--- config.mk ---
export PLATFORM = sky130hd
export DESIGN_NAME = dqad_angle
export DESIGN_NICKNAME = d
export VERILOG_FILES = /design/src/rtl/dqad_pkg.sv /design/src/rtl/dqad_angle.sv
export SDC_FILE = /design/constraint.sdc
export NUM_CORES = 2
export LEC_CHECK = 0
export BUFFER_PORTS_ARGS = -buffer_cell sky130_fd_sc_hd__buf_2
export CAP_MARGIN = 25
export CORE_MARGIN = 1
export CORE_UTILIZATION = 45
export CTS_CLUSTER_DIAMETER = 150
export DETAILED_ROUTE_END_ITERATION = 8
export PLACE_DENSITY = 0.58
export SLEW_MARGIN = 20
export SYNTH_ARGS = -nofsm -noshare
export SYNTH_HDL_FRONTEND = slang
export SYNTH_SLANG_ARGS = --single-unit
--- constraint.sdc ---
create_clock -name clk -period 25.5 [get_ports clk]
set_input_delay 3.825 -clock clk [delete_from_list [all_inputs] [get_ports clk]]
set_output_delay 3.825 -clock clk [all_outputs]
set_load 0.02 [all_outputs]
--- src/rtl/dqad_pkg.sv ---
// ----------------------------------------------------------------------------
// dqad_pkg - shared definitions for the dual quadrature angle decoder
// Widths, register indexes, pipeline depth and the types passed between the
// decoder lanes, the angle units and the top level.
// ----------------------------------------------------------------------------
package dqad_pkg;

    // core widths
    localparam int COUNT_BITS     = 32;
    localparam int FILTER_BITS    = 10;
    localparam int SCALE_BITS     = 32;
    localparam int ANGLE_BITS     = 48;
    localparam int OUT_COUNT_BITS = 32;

    // configuration port
    localparam int CFG_INDEX_BITS = 2;
    localparam int CFG_DATA_BITS  = 32;
    localparam int GLITCH_BITS    = 10;

    localparam logic [CFG_INDEX_BITS-1:0] REG_ENABLE  = 2'd0;
    localparam logic [CFG_INDEX_BITS-1:0] REG_SCALE_A = 2'd1;
    localparam logic [CFG_INDEX_BITS-1:0] REG_SCALE_B = 2'd2;
    localparam logic [CFG_INDEX_BITS-1:0] REG_GLITCH  = 2'd3;

    localparam logic [GLITCH_BITS-1:0] GLITCH_RESET = 10'd80;

    // angle arithmetic: Q2.30 product taken to Q.16, rounded at bit 14
    localparam int PROD_BITS  = COUNT_BITS + SCALE_BITS;
    localparam int FRAC_SHIFT = 14;
    localparam int WIDE_BITS  = (PROD_BITS + 1 > ANGLE_BITS + 1) ? PROD_BITS + 1
                                                                 : ANGLE_BITS + 1;

    // lane registers, magnitude, product, rounding, output register
    localparam int PIPE_STAGES = 5;

    typedef logic signed [COUNT_BITS-1:0] count_t;
    typedef logic        [ANGLE_BITS-1:0] angle_mag_t;

    // per-stage load strobes for the angle units
    typedef struct packed {
        logic mag_load;
        logic prod_load;
        logic round_load;
    } pipe_ctl_t;

    // per-transaction side information riding alongside the angle pipeline
    typedef struct packed {
        count_t count_a;
        count_t count_b;
        logic   skip_a;
        logic   skip_b;
        logic   en;
    } side_t;

endpackage

--- src/rtl/dqad_angle.sv ---
// ----------------------------------------------------------------------------
// dqad_angle - angle magnitude pipeline for one encoder
// Takes the count magnitude, multiplies by the Q2.30 scale, then rounds to
// Q.16 and clamps the magnitude to the signed angle range. Three stages.
// ----------------------------------------------------------------------------
module dqad_angle
(
    input  logic                             clk,
    input  dqad_pkg::pipe_ctl_t              ctl,
    input  dqad_pkg::count_t                 count,
    input  logic [dqad_pkg::SCALE_BITS-1:0]  scale,
    output logic                             neg,
    output dqad_pkg::angle_mag_t             mag
);
    import dqad_pkg::*;

    localparam logic [WIDE_BITS-1:0] ROUND_BIAS  = WIDE_BITS'(1) << (FRAC_SHIFT - 1);
    localparam logic [WIDE_BITS-1:0] ANGLE_LIMIT = WIDE_BITS'(1) << (ANGLE_BITS - 1);

    logic                   neg_mag_reg, neg_prod_reg, neg_round_reg;
    logic [COUNT_BITS-1:0]  mag_reg;
    logic [PROD_BITS-1:0]   prod_reg;
    angle_mag_t             round_reg;
    logic [WIDE_BITS-1:0]   rounded;

    // round half away from zero on the magnitude, then shift to Q.16
    assign rounded = (WIDE_BITS'(prod_reg) + ROUND_BIAS) >> FRAC_SHIFT;

    always_ff @(posedge clk)
    begin
        // magnitude of the count
        if (ctl.mag_load)
        begin
            neg_mag_reg <= count[COUNT_BITS-1];
            mag_reg     <= count[COUNT_BITS-1] ? COUNT_BITS'(-count) : COUNT_BITS'(count);
        end
        // multiply by the scale
        if (ctl.prod_load)
        begin
            neg_prod_reg <= neg_mag_reg;
            prod_reg     <= PROD_BITS'(mag_reg) * PROD_BITS'(scale);
        end
        // clamp the rounded magnitude at the most negative angle
        if (ctl.round_load)
        begin
            neg_round_reg <= neg_prod_reg;
            round_reg     <= (rounded >= ANGLE_LIMIT) ? ANGLE_LIMIT[ANGLE_BITS-1:0]
                                                      : rounded[ANGLE_BITS-1:0];
        end
    end

    assign neg = neg_round_reg;
    assign mag = round_reg;

endmodule

==> flow_summary.toml <==
[timing]
finClkSkew_ns = 0.0259
setup_tns_ns = 0
rsz0062_at_grt = "false"
drv_slew = 0
tightestPinTransition_ns = 0.889
setup_viol = 0
period_share_pct = 45.6
timing.fmax_mhz = 85.9
max_slew_margin_pct = 40.7
finalHoldViolCount = 0
fin_crit_ns = 11.64

[global_route]
antenna_found_initial = 3
grt_pass1_wl_mm = 166
track_usage_pct = 25.3
grt_pass1_vias = 29300
grt_max_degree = 53
overflow = 0

[flow_run]
maxCapViolations = 0

[floorplan]
ios = 117
fp.dieW_um = 295
floorplan.die_area_um2 = 87100
die_h_um = 295
design.core.area_um2 = 85100
row_count = 107
initial_utilization_pct = 45.4

[clock_tree]
cts.clk_slew.worst_paths_ns = 0.07
hold_buffers = 0
cts_tree = "built"
cts_htree_levels = 4
cts.sinks = 134
postCtsSetupRepairBufs = 0
clockBufferDepth = 2
clk_latency_ns = 0.49
cts_made_buffers = 17
post_cts_resize_count = 0
clock-root-buffer = "clkbuf_16"

[place]
gp_routability_congestion = 0.861
hpwl_mm = 80.0
io_buffers = 116

[worst_setup_path]
required_ns = 25.72
reg2reg_to = "prod_reg[51]"
cp-start-kind = "input port"
critPathCaptureType = "register"
worstSetupPathType = "input port to register"
r2r_slack_ns = 16.94
critPathArrivalTime_ns = 11.86
r2r_start = "mag_reg[12]"
r2r_cells = 27
crit_path_max_fanout = 32

[yosys]
ys.flop_type = "edfxtp_1"
syn_avg_cell_area_um2 = 9.49
synth.ff_latch_count = 134
synthesis.nets = 5298
syn_area_um2 = 38700
async_reset_ff_share_pct = 0
yosysUniqueCellTypes = 57
syn_inst = 4073
synth_edf_count = 134
synth.yosys.seq_area_share_pct = 10.4
yosysWarnings = 0

[final_layout]
largest_reg_flops = 80
fin_nets = 5268
area_growth_pct = 5.62
drive_gt1_share_pct = 5.03
fillCellCount = 8225

[routing]
drt_pass1_iterations = 5
drc = 0
dr.first_iter.drc_count = 1386
vias = 26900
via_per_inst = 5.17
wl_per_cell_um = 20.0
wl_mm = 104
ant_nets = 0

[worst_hold_path]
hold_path.class = "register to register"
worstHoldStart = "neg_prod_reg"
holdPathStages = 0
hold-path-endpoint = "neg"

[run_status]
outcome = "finished, final reports clean"
final cells by class:
cell class                 count  area (µm²)  area share [%]
clock inverter                15         179           0.438
tap                         1144        1430            3.51
inverter                     904        3390            8.31
clock buffer                  17         425            1.04
sequential                   134        4020            9.86
antenna                        2        5.00          0.0123
timing repair buffer         161         918            2.25
multi-input combinational   2825       30500            74.6
Yosys cell counts (8+ instances only):
library cell | number | share of area [%]
and4_1 | 9 | 0.20
o21ai_0 | 48 | 0.62
fa_1 | 895 | 46
a21oi_1 | 71 | 0.92
o21bai_1 | 11 | 0.21
o31ai_1 | 10 | 0.19
clkbuf_1 | 209 | 2.0
nand4_1 | 20 | 0.32
xnor2_1 | 77 | 1.7
edfxtp_1 | 134 | 10
and2_1 | 577 | 9.3
and3_1 | 20 | 0.32
xor2_1 | 54 | 1.2
nand3_1 | 35 | 0.45
nor2_1 | 82 | 0.80
a31oi_1 | 8 | 0.13
inv_1 | 904 | 8.8
a21o_1 | 34 | 0.66
ha_1 | 262 | 8.5
nand2_1 | 531 | 5.2
per-stage QoR:
step | hold slack, ns | instances | setup slack (ns) | area [µm²] | utilization, %
floorplan | 0.400 | 4073 | 14.62 | 38700 | -
finish | 0.467 | 5202 | 13.86 | 40800 | 47.9
global route | 0.483 | 5202 | 13.44 | 40800 | 47.9
global placement | 0.451 | 5168 | 13.58 | 40200 | 47.2
detailed placement | 0.458 | 5168 | 13.45 | 40200 | 47.2
CTS | 0.481 | 5200 | 13.96 | 40800 | 47.9
routing by layer:
layer	share of wire [%]	vias to the layer above	track usage, %
met5	0	-	0
met4	4.5	0	10.9
met3	4.1	205	2.89
met2	53	659	45.6
met1	39	14100	30.4
li1	-	11900	-
how the worst max path moves through the flow:
| stage | cells after the start | slack [ns] | to | start |
|---|---|---|---|---|
| 2_1_floorplan | 27 | 14.62 | prod_reg[51] | scale[2] |
| 3_3_place_gp | 22 | 13.58 | prod_reg[51] | scale[9] |
| 3_5_place_dp | 22 | 13.45 | prod_reg[51] | scale[9] |
| 4_1_cts | 22 | 13.96 | prod_reg[51] | scale[9] |
| 5_1_grt | 22 | 13.44 | prod_reg[51] | scale[9] |
| 6_report | 22 | 13.86 | prod_reg[51] | scale[9] |
cells in the final DEF, fill, tap and decap left out, types with 3 or more instances in the layout:
| cell | count |
|---|---|
| a21oi_1 | 71 |
| a31oi_1 | 8 |
| xnor2_1 | 77 |
| and3_1 | 20 |
| clkbuf_16 | 17 |
| o211ai_1 | 6 |
| o31ai_1 | 10 |
| buf_4 | 45 |
| nor2_1 | 82 |
| o41ai_1 | 3 |
| xor2_1 | 54 |
| and4_1 | 9 |
| or3_1 | 3 |
| o21bai_1 | 11 |
| inv_8 | 5 |
| edfxtp_1 | 134 |
| inv_1 | 904 |
| nand2b_1 | 5 |
| ha_1 | 262 |
| a21o_1 | 34 |
| and2_1 | 577 |
| inv_6 | 4 |
| nor4_1 | 3 |
| nand3_1 | 35 |
| buf_2 | 116 |
| o21a_1 | 5 |
| nor3_1 | 5 |
| fa_1 | 895 |
| or4_1 | 4 |
| nand4_1 | 20 |
| nand2_1 | 531 |
| nor2b_1 | 7 |
| a211oi_1 | 7 |
| o21ai_0 | 48 |
logic make-up after synthesis:
kind of cell	Yosys count	synth area share, %
xor gates and xnor gates	131	2.97
DFF	134	10.4
muxes	1	0.0259
buffers and inverters	1114	10.8
and+or+nand+nor	1315	17.3
adders and majority gates	1157	54.8
AOI/OAI and AO/OA	221	3.61
worst max-delay path, cell delays in order:
cell	delay [ns]
buf_2	0.53
and2_1	0.24
fa_1	0.45
fa_1	0.56
inv_1	0.06
fa_1	0.56
fa_1	0.45
fa_1	0.55
inv_1	0.05
fa_1	0.46
fa_1	0.63
fa_1	0.52
ha_1	0.46
and3_1	0.23
nand2_1	0.07
a2111oi_0	0.34
a21oi_1	0.18
o21ai_0	0.43
nand2_1	0.21
o41ai_1	0.68
a21oi_1	0.16
xnor2_1	0.17
Power is not shown: default switching activity piles up to over one toggle a cycle in this logic, so the estimate is an artifact.
