--- config.mk ---
export PLATFORM = sky130hd
export DESIGN_NAME = dqad_lane
export DESIGN_NICKNAME = d
export VERILOG_FILES = /design/src/rtl/dqad_pkg.sv /design/src/rtl/dqad_lane.sv
export SDC_FILE = /design/constraint.sdc
export NUM_CORES = 1
export LEC_CHECK = 0
export ABC_AREA = 1
export BUFFER_PORTS_ARGS = -buffer_cell sky130_fd_sc_hd__buf_2
export CELL_PAD_IN_SITES_DETAIL_PLACEMENT = 1
export CELL_PAD_IN_SITES_GLOBAL_PLACEMENT = 1
export CORE_ASPECT_RATIO = 0.6
export CORE_UTILIZATION = 30
export CTS_BUF_LIST = sky130_fd_sc_hd__clkbuf_16
export DETAILED_ROUTE_END_ITERATION = 12
export PLACE_DENSITY_LB_ADDON = 0.1
export SLEW_MARGIN = 20
export SYNTH_ARGS = -nofsm -noshare
export SYNTH_HDL_FRONTEND = slang
export SYNTH_SLANG_ARGS = --single-unit
--- constraint.sdc ---
create_clock -name clk -period 5.61 [get_ports clk]
set_input_delay 1.4025 -clock clk [delete_from_list [all_inputs] [get_ports clk]]
set_output_delay 1.4025 -clock clk [all_outputs]
set_load 0.02 [all_outputs]
--- src/rtl/dqad_pkg.sv ---
// ----------------------------------------------------------------------------
// dqad_pkg - shared definitions for the dual quadrature angle decoder
// Widths, register indexes, pipeline depth and the types passed between the
// decoder lanes, the angle units and the top level.
// ----------------------------------------------------------------------------
package dqad_pkg;

    // core widths
    localparam int COUNT_BITS     = 32;
    localparam int FILTER_BITS    = 10;
    localparam int SCALE_BITS     = 32;
    localparam int ANGLE_BITS     = 48;
    localparam int OUT_COUNT_BITS = 32;

    // configuration port
    localparam int CFG_INDEX_BITS = 2;
    localparam int CFG_DATA_BITS  = 32;
    localparam int GLITCH_BITS    = 10;

    localparam logic [CFG_INDEX_BITS-1:0] REG_ENABLE  = 2'd0;
    localparam logic [CFG_INDEX_BITS-1:0] REG_SCALE_A = 2'd1;
    localparam logic [CFG_INDEX_BITS-1:0] REG_SCALE_B = 2'd2;
    localparam logic [CFG_INDEX_BITS-1:0] REG_GLITCH  = 2'd3;

    localparam logic [GLITCH_BITS-1:0] GLITCH_RESET = 10'd80;

    // angle arithmetic: Q2.30 product taken to Q.16, rounded at bit 14
    localparam int PROD_BITS  = COUNT_BITS + SCALE_BITS;
    localparam int FRAC_SHIFT = 14;
    localparam int WIDE_BITS  = (PROD_BITS + 1 > ANGLE_BITS + 1) ? PROD_BITS + 1
                                                                 : ANGLE_BITS + 1;

    // lane registers, magnitude, product, rounding, output register
    localparam int PIPE_STAGES = 5;

    typedef logic signed [COUNT_BITS-1:0] count_t;
    typedef logic        [ANGLE_BITS-1:0] angle_mag_t;

    // per-stage load strobes for the angle units
    typedef struct packed {
        logic mag_load;
        logic prod_load;
        logic round_load;
    } pipe_ctl_t;

    // per-transaction side information riding alongside the angle pipeline
    typedef struct packed {
        count_t count_a;
        count_t count_b;
        logic   skip_a;
        logic   skip_b;
        logic   en;
    } side_t;

endpackage

--- src/rtl/dqad_lane.sv ---
// ----------------------------------------------------------------------------
// dqad_lane - one encoder: glitch filters, gray decode and saturating count
// Filters both pins of one encoder, decodes the filtered pair as x4 gray code
// and, while enabled, updates the signed accumulator once per accepted sample.
// ----------------------------------------------------------------------------
module dqad_lane
(
    input  logic                              clk,
    input  logic                              rst_n,
    input  logic                              load,
    input  logic                              en,
    input  logic                              pin_one,
    input  logic                              pin_two,
    input  logic [dqad_pkg::GLITCH_BITS-1:0]  glitch_ticks,
    output dqad_pkg::count_t                  count,
    output logic                              skip
);
    import dqad_pkg::*;

    localparam logic [FILTER_BITS-1:0] HOLD_MAX  = {FILTER_BITS{1'b1}};
    localparam count_t                 COUNT_MAX = {1'b0, {(COUNT_BITS-1){1'b1}}};
    localparam count_t                 COUNT_MIN = {1'b1, {(COUNT_BITS-1){1'b0}}};

    localparam logic [1:0] STEP_NONE = 2'd0;
    localparam logic [1:0] STEP_UP   = 2'd1;
    localparam logic [1:0] STEP_SKIP = 2'd2;
    localparam logic [1:0] STEP_DOWN = 2'd3;

    logic [1:0]             filt_reg, filt_next;
    logic [FILTER_BITS-1:0] hold_reg  [2];
    logic [FILTER_BITS-1:0] hold_next [2];
    logic [FILTER_BITS-1:0] hold_inc  [2];
    logic [FILTER_BITS-1:0] threshold;
    logic [1:0]             raw;
    logic [1:0]             step;
    count_t                 accum_reg, accum_next;
    logic                   skip_reg, skip_next;

    // position of a pin pair in the sequence 00,10,11,01 (one, two)
    function automatic logic [1:0] gray_index(input logic one, input logic two);
        logic [1:0] idx;
        case ({two, one})
            2'b00:   idx = 2'd0;
            2'b01:   idx = 2'd1;
            2'b11:   idx = 2'd2;
            default: idx = 2'd3;
        endcase
        return idx;
    endfunction

    assign raw = {pin_two, pin_one};

    // limit the threshold to what the hold counter can reach
    assign threshold = (32'(glitch_ticks) > 32'(HOLD_MAX)) ? HOLD_MAX
                                                           : FILTER_BITS'(glitch_ticks);

    // filter each pin: a differing level must hold for threshold samples
    always_comb
    begin
        filt_next = filt_reg;
        for (int i = 0; i < 2; i++)
        begin
            hold_inc[i] = (hold_reg[i] == HOLD_MAX) ? hold_reg[i]
                                                    : hold_reg[i] + 1'b1;
            if (raw[i] == filt_reg[i])
            begin
                hold_next[i] = '0;
            end
            else if (hold_inc[i] >= threshold)
            begin
                hold_next[i] = '0;
                filt_next[i] = raw[i];
            end
            else
            begin
                hold_next[i] = hold_inc[i];
            end
        end
    end

    // decode the filtered transition and advance the saturating count
    assign step = gray_index(filt_next[0], filt_next[1]) - gray_index(filt_reg[0], filt_reg[1]);

    always_comb
    begin
        accum_next = accum_reg;
        skip_next  = 1'b0;
        if (en)
        begin
            case (step)
                STEP_UP:
                begin
                    if (accum_reg != COUNT_MAX)
                        accum_next = accum_reg + 1'b1;
                end
                STEP_DOWN:
                begin
                    if (accum_reg != COUNT_MIN)
                        accum_next = accum_reg - 1'b1;
                end
                STEP_SKIP: skip_next = 1'b1;
                STEP_NONE: ;
                default:   ;
            endcase
        end
    end

    always_ff @(posedge clk or negedge rst_n)
    begin
        if (!rst_n)
        begin
            filt_reg    <= '0;
            hold_reg[0] <= '0;
            hold_reg[1] <= '0;
            accum_reg   <= '0;
            skip_reg    <= 1'b0;
        end
        else if (load)
        begin
            filt_reg    <= filt_next;
            hold_reg[0] <= hold_next[0];
            hold_reg[1] <= hold_next[1];
            accum_reg   <= accum_next;
            skip_reg    <= skip_next;
        end
    end

    assign count = accum_reg;
    assign skip  = skip_reg;

endmodule

==> results of run 1 <==
-- placed cells by master (no fill, tap or decap), types with 22 or more instances in the layout --
master,count
nand2_2,29
xor2_1,22
inv_1,135
buf_2,48
nor2_1,47
o21ai_0,30
dfrtp_1,55
o22ai_1,22
nor2_2,24
buf_4,58
nand2_1,208
a21oi_1,27
nand3_1,70
-- cells by family after synthesis --
logic type | count (synthesis) | synth area share
buffers and inverters | 177 | 0.132
AND/OR/NAND/NOR | 441 | 0.352
AO/OA/AOI/OAI | 120 | 0.132
flip-flops | 55 | 0.252
adder cells (fa/ha/maj) | 28 | 0.0642
XOR/XNOR | 38 | 0.0679
-- metrics by stage --
stage	hold WS, ns	utilization	setup TNS, ns
floorplan	0.475	-	0
global placement	0.487	0.356	0
detailed placement	0.502	0.356	-0.449
CTS	0.533	0.368	0
global route	0.566	0.396	-0.365
finish	0.530	0.396	0
-- area by class of cell --
cell class	count	area share
Sequential cell	55	0.199
Multi-Input combinational cell	627	0.541
Tap cell	234	0.0423
Clock inverter	3	0.00922
Clock buffer	5	0.0181
Inverter	142	0.0774
Timing Repair Buffer	111	0.113
-- what timing repair did --
item                       4_1_cts  5_1_grt
gates cloned                     0        2
setup endpoints to repair       11       27
setup buffers                    0        9
pin swaps                        0       25
hold buffers                     0        0
resized for setup                7       96
-- metal layers --
layer,up-vias,share of wire,global-route usage
met5,-,0,0
met4,0,0.0054,0.0236
met3,12,0.063,0.0361
met2,153,0.39,0.328
met1,2981,0.55,0.404
li1,2944,-,-
-- worst max-delay path, delay by kind of cell, from the launching register on --
family,cells,cell delay [ns]
and+or+nand+nor,21,2.35
adders and majority gates,5,1.08
AOI/OAI and AO/OA,5,0.65
buffers and inverters,6,0.48
DFF,1,0.41
xor gates and xnor gates,1,0.23
-- path summary, 6_finish.rpt --
kind | slack (ns) | end | start | depth (start not counted)
min in group asynchronous | 1.27 | hold_reg[7]$_DFFE_PN0P_ | rst_n | 2
min | 0.53 | hold_reg[8]$_DFFE_PN0P_ | hold_reg[8]$_DFFE_PN0P_ | 2
max | 0.27 | count[12]$_DFFE_PN0P_ | hold_reg[11]$_DFFE_PN0P_ | 38
max reg2reg | 0.27 | count[12]$_DFFE_PN0P_ | hold_reg[11]$_DFFE_PN0P_ | 38
max in group asynchronous | 3.78 | count[8]$_DFFE_PN0P_ | rst_n | 2
min reg2reg | 0.53 | hold_reg[8]$_DFFE_PN0P_ | hold_reg[8]$_DFFE_PN0P_ | 2
==> results.yml, run 1 <==
floorplanning:
  fp.dieH_um: 106
  die_width_um: 176
  design.core.area_um2: 17500
  io-pin-count: 49
  die-area_um2: 18800
  starting_utilization_of_the_core_area: 0.313
  rows: 37
timing:
  final_period_minus_worst_setup_slack_ns: 5.34
  max_clock_freq_ghz: 0.187
  drv_slew: 0
  final_min_period_over_clock_period: 0.952
  fin_skew_ns: 0.00987
  report.final.hold_viol_count: 0
  tightest_slew_ns: 0.867
  finalSetupViolCount: 0
  maxSlewHeadroom: 0.419
  post-route-worst-setup-slack_ns: 0.270
logic_synthesis:
  synth_top_area_cell: "dfrtp_1"
  syn_area_per_cell_um2: 6.35
  async_set_or_reset_register_ratio_after_synthesis: 1.00
  seq_area_frac_synth: 0.252
  main_synth_ff_type: "dfrtp_1"
  synthesis.yosys.warnings: 0
  syn-num-nets: 903
  ys_seq_elements: 55
  synthTopCellsByCount: "232 x nand2_1, 140 x inv_1, 75 x nand3_1"
  post_synth_edffs: 0
  post-synth-top-area-fraction: 0.252
  synth_area_um2: 5460
  synth_cell_types: 37
  post_synth_inst_count: 859
  post-synth-top-count-cell: "nand2_1"
  yosys-top-cells-area: "dfrtp_1 25%, nand2_1 16%, inv_1 9.6%, nand3_1 6.9%, ha_1 6.4%"
drt:
  post-route-drc-count: 0
  route.final.wire_length_um: 22900
  drt-wirelength-per-cell_um: 19.5
  drt_pre_antenna_iters: 5
  vias_per_cell: 5.17
  drt.antenna.violating_nets: 0
  vias: 6090
  initialDrtViolationCount: 503
final_layout:
  num-nets-final: 986
  stdcell_area_um2: 6920
  antenna_cells_inserted: 0
  layout-area-overhead-vs-synth_pct: 26.8
  largest_register_ffs: 32
  share_of_cells_above_drive_strength_1: 0.244
  filler_cell_count: 2236
  final-seq-area_um2: 1380
  multi_input_area_um2: 3740
  post_layout_nonfiller_instances: 1177
clocking:
  clock_tree.htree_level_count: 2
  cts_tree: "yes"
  worst_skew_pair.late_latency_ns: 0.31
  clock_path_buffers: 2
  cts.sink_count: 55
  cts_buffers: 5
  cts.root.buffer_cell: "clkbuf_16"
  clk_pin_slew_worst_paths_ns: 0.08
placement:
  post-place-ws_ns: -0.119
  globalplace.congestion: 0.931
  placed_cells: 1158
  buffers_added_on_ports: 48
  detailed_place.area_um2: 6200
  dpl.hpwl_um: 17400
outcome:
  run_status: "finished, final reports clean"
setup_path:
  critical_path_capture_point_type: "flop"
  worst_setup_path_start_kind: "flop"
  critPathArrivalTime_ns: 5.53
  cp_common_cell: "nand2_2"
  crit_path_max_incr_delay_ns: 0.41
  criticalPathCategory: "flop to flop"
  cp.required_ns: 5.80
  cp_slowest_cell: "dfrtp_1"
  critical_path.max_fanout: 5
global_routing:
  global_route.usage.total: 0.244
  grt_pass1_wl_um: 35000
  grt_pass1_vias: 6016
  maximum_number_of_pins_on_one_net_before_global_route_repair: 56
  grt-ovfl-total: 0
  antenna_found_initial: 0
flow_run:
  cap_violations: 0
worst_hold_path:
  hold_path_class: "flop to flop"
Power of run 1 is left out: the tool's default activity adds up to more than one toggle a clock period on the data nets, which glitch-free logic cannot reach.
==> run 2, diff against run 1 <==
- CORE_ASPECT_RATIO: 0.6 -> 2
- CORE_UTILIZATION: 30 -> 23
==> results.yml, run 2 (synthesis results as in run 1) <==
clocking:
  cts_buffers: 5
  cts_tree: "yes"
  clock_path_buffers: 2
  clock_tree.htree_level_count: 2
  clk_pin_slew_worst_paths_ns: 0.08
  cts.sink_count: 55
  worst_skew_pair.late_latency_ns: 0.33
  cts.root.buffer_cell: "clkbuf_16"
  holdBufCountCts: 0
floorplanning:
  starting_utilization_of_the_core_area: 0.235
  die_width_um: 111
  fp.dieH_um: 220
  die-area_um2: 24400
  design.core.area_um2: 23200
  rows: 79
  io-pin-count: 49
setup_path:
  critical_path.max_fanout: 8
  worst_setup_path_start_kind: "flop"
  cp.buffers_inverters: 7
  cp_common_cell: "nand2_1"
  worst_setup_path_startpoint: "hold_reg[10]$_DFFE_PN0P_"
  r2r_start: "hold_reg[10]$_DFFE_PN0P_"
  cp_slowest_cell: "nor4_2"
  critical-path-top-delay-family: "simple AND/OR/NAND/NOR gates"
  critical_path_capture_point_type: "flop"
  cp.required_ns: 5.84
  crit_path_max_incr_delay_ns: 0.43
  criticalPathCategory: "flop to flop"
  critPathArrivalTime_ns: 5.49
final_layout:
  layout_common_cells: "200 x nand2_1, 132 x inv_1, 113 x buf_4"
  multi_input_area_um2: 3950
  post_layout_nonfiller_instances: 1287
  final-seq-area_um2: 1380
  final_core_occ: 0.329
  share_of_cells_above_drive_strength_1: 0.307
  num-nets-final: 1047
  largest_register_ffs: 32
  layout.cells.most_common: "nand2_1"
  antenna_cells_inserted: 0
  filler_cell_count: 2921
  layout-area-overhead-vs-synth_pct: 40.0
timing:
  drv_slew: 0
  post-route-worst-setup-slack_ns: 0.347
  max_clock_freq_ghz: 0.190
  final_period_minus_worst_setup_slack_ns: 5.26
  tightest_slew_ns: 0.953
  final_min_period_over_clock_period: 0.938
  hold-worst-slack_ns: 0.523
  finalSetupViolCount: 0
  report.final.hold_viol_count: 0
  maxSlewHeadroom: 0.362
  fin_skew_ns: 0.00916
outcome:
  run_status: "finished, final reports clean"
placement:
  dpl.hpwl_um: 19900
  placed_cells: 1262
  globalplace.congestion: 0.887
  buffers_added_on_ports: 48
  post-place-ws_ns: -0.184
flow_run:
  cap_violations: 0
drt:
  route.final.wire_length_um: 25200
  initialDrtViolationCount: 187
  drt-wirelength-per-cell_um: 19.6
  post-route-drc-count: 0
  drt_pre_antenna_iters: 4
  drt.antenna.violating_nets: 0
  vias: 6284
  vias_per_cell: 4.88
global_routing:
  maximum_number_of_pins_on_one_net_before_global_route_repair: 56
  antenna_found_initial: 0
  grt_pass1_wl_um: 37600
  grt-ovfl-total: 0
  global_route.usage.total: 0.208
  grt_pass1_vias: 6887
worst_hold_path:
  worstHoldStart: "skip$_DFFE_PN0P_"
  hold_path_class: "flop to flop"
-- run 2: metal layers --
metal / wire, µm / track usage / vias to the layer above
met5: 0 / 0 / -
met4: 1490 / 0.131 / 0
met3: 428 / 0.0173 / 51
met2: 15200 / 0.452 / 104
met1: 8120 / 0.172 / 3076
li1: - / - / 3053
-- run 2: cell type report --
cell class	count	area share
Clock buffer	5	0.0164
Clock inverter	3	0.00213
Inverter	142	0.0701
Multi-Input combinational cell	627	0.517
Sequential cell	55	0.180
Tap cell	283	0.0463
Timing Repair Buffer	172	0.168
-- run 2: final timing paths --
| path | endpoint | depth (start not counted) | slack (ns) |
|---|---|---|---|
| worst max-delay path | count[26]$_DFFE_PN0P_ | 33 | 0.35 |
| worst min-delay path | skip$_DFFE_PN0P_ | 2 | 0.52 |
| worst max register to register | count[26]$_DFFE_PN0P_ | 33 | 0.35 |
| worst min register to register | skip$_DFFE_PN0P_ | 2 | 0.52 |
| max in group asynchronous | count[27]$_DFFE_PN0P_ | 2 | 3.75 |
| min in group asynchronous | hold_reg[2]$_DFFE_PN0P_ | 2 | 1.23 |
-- run 2: what timing repair did --
item	CTS	global route
cloned	0	2
pin swaps	0	50
buffers inserted	0	15
gates resized for setup	17	138
endpoints found under the setup margin	20	28
-- run 2: tightest hold or removal path: cells and delay by family (launching register included) --
| family | cells | cell delay, ns |
|---|---|---|
| compound gates | 1 | 0.06 |
| flops | 1 | 0.37 |
| simple gates | 1 | 0.06 |
-- run 2: stage by stage --
stage / cell area (µm²) / TNS (ns)
4_1_cts: 6940 / 0
2_1_floorplan: 5460 / 0
5_1_grt: 7640 / -0.0146
3_5_place_dp: 6720 / -1.39
6_report: 7640 / 0
3_3_place_gp: 6720 / -1.68
Power of run 2 is left out for the same reason.
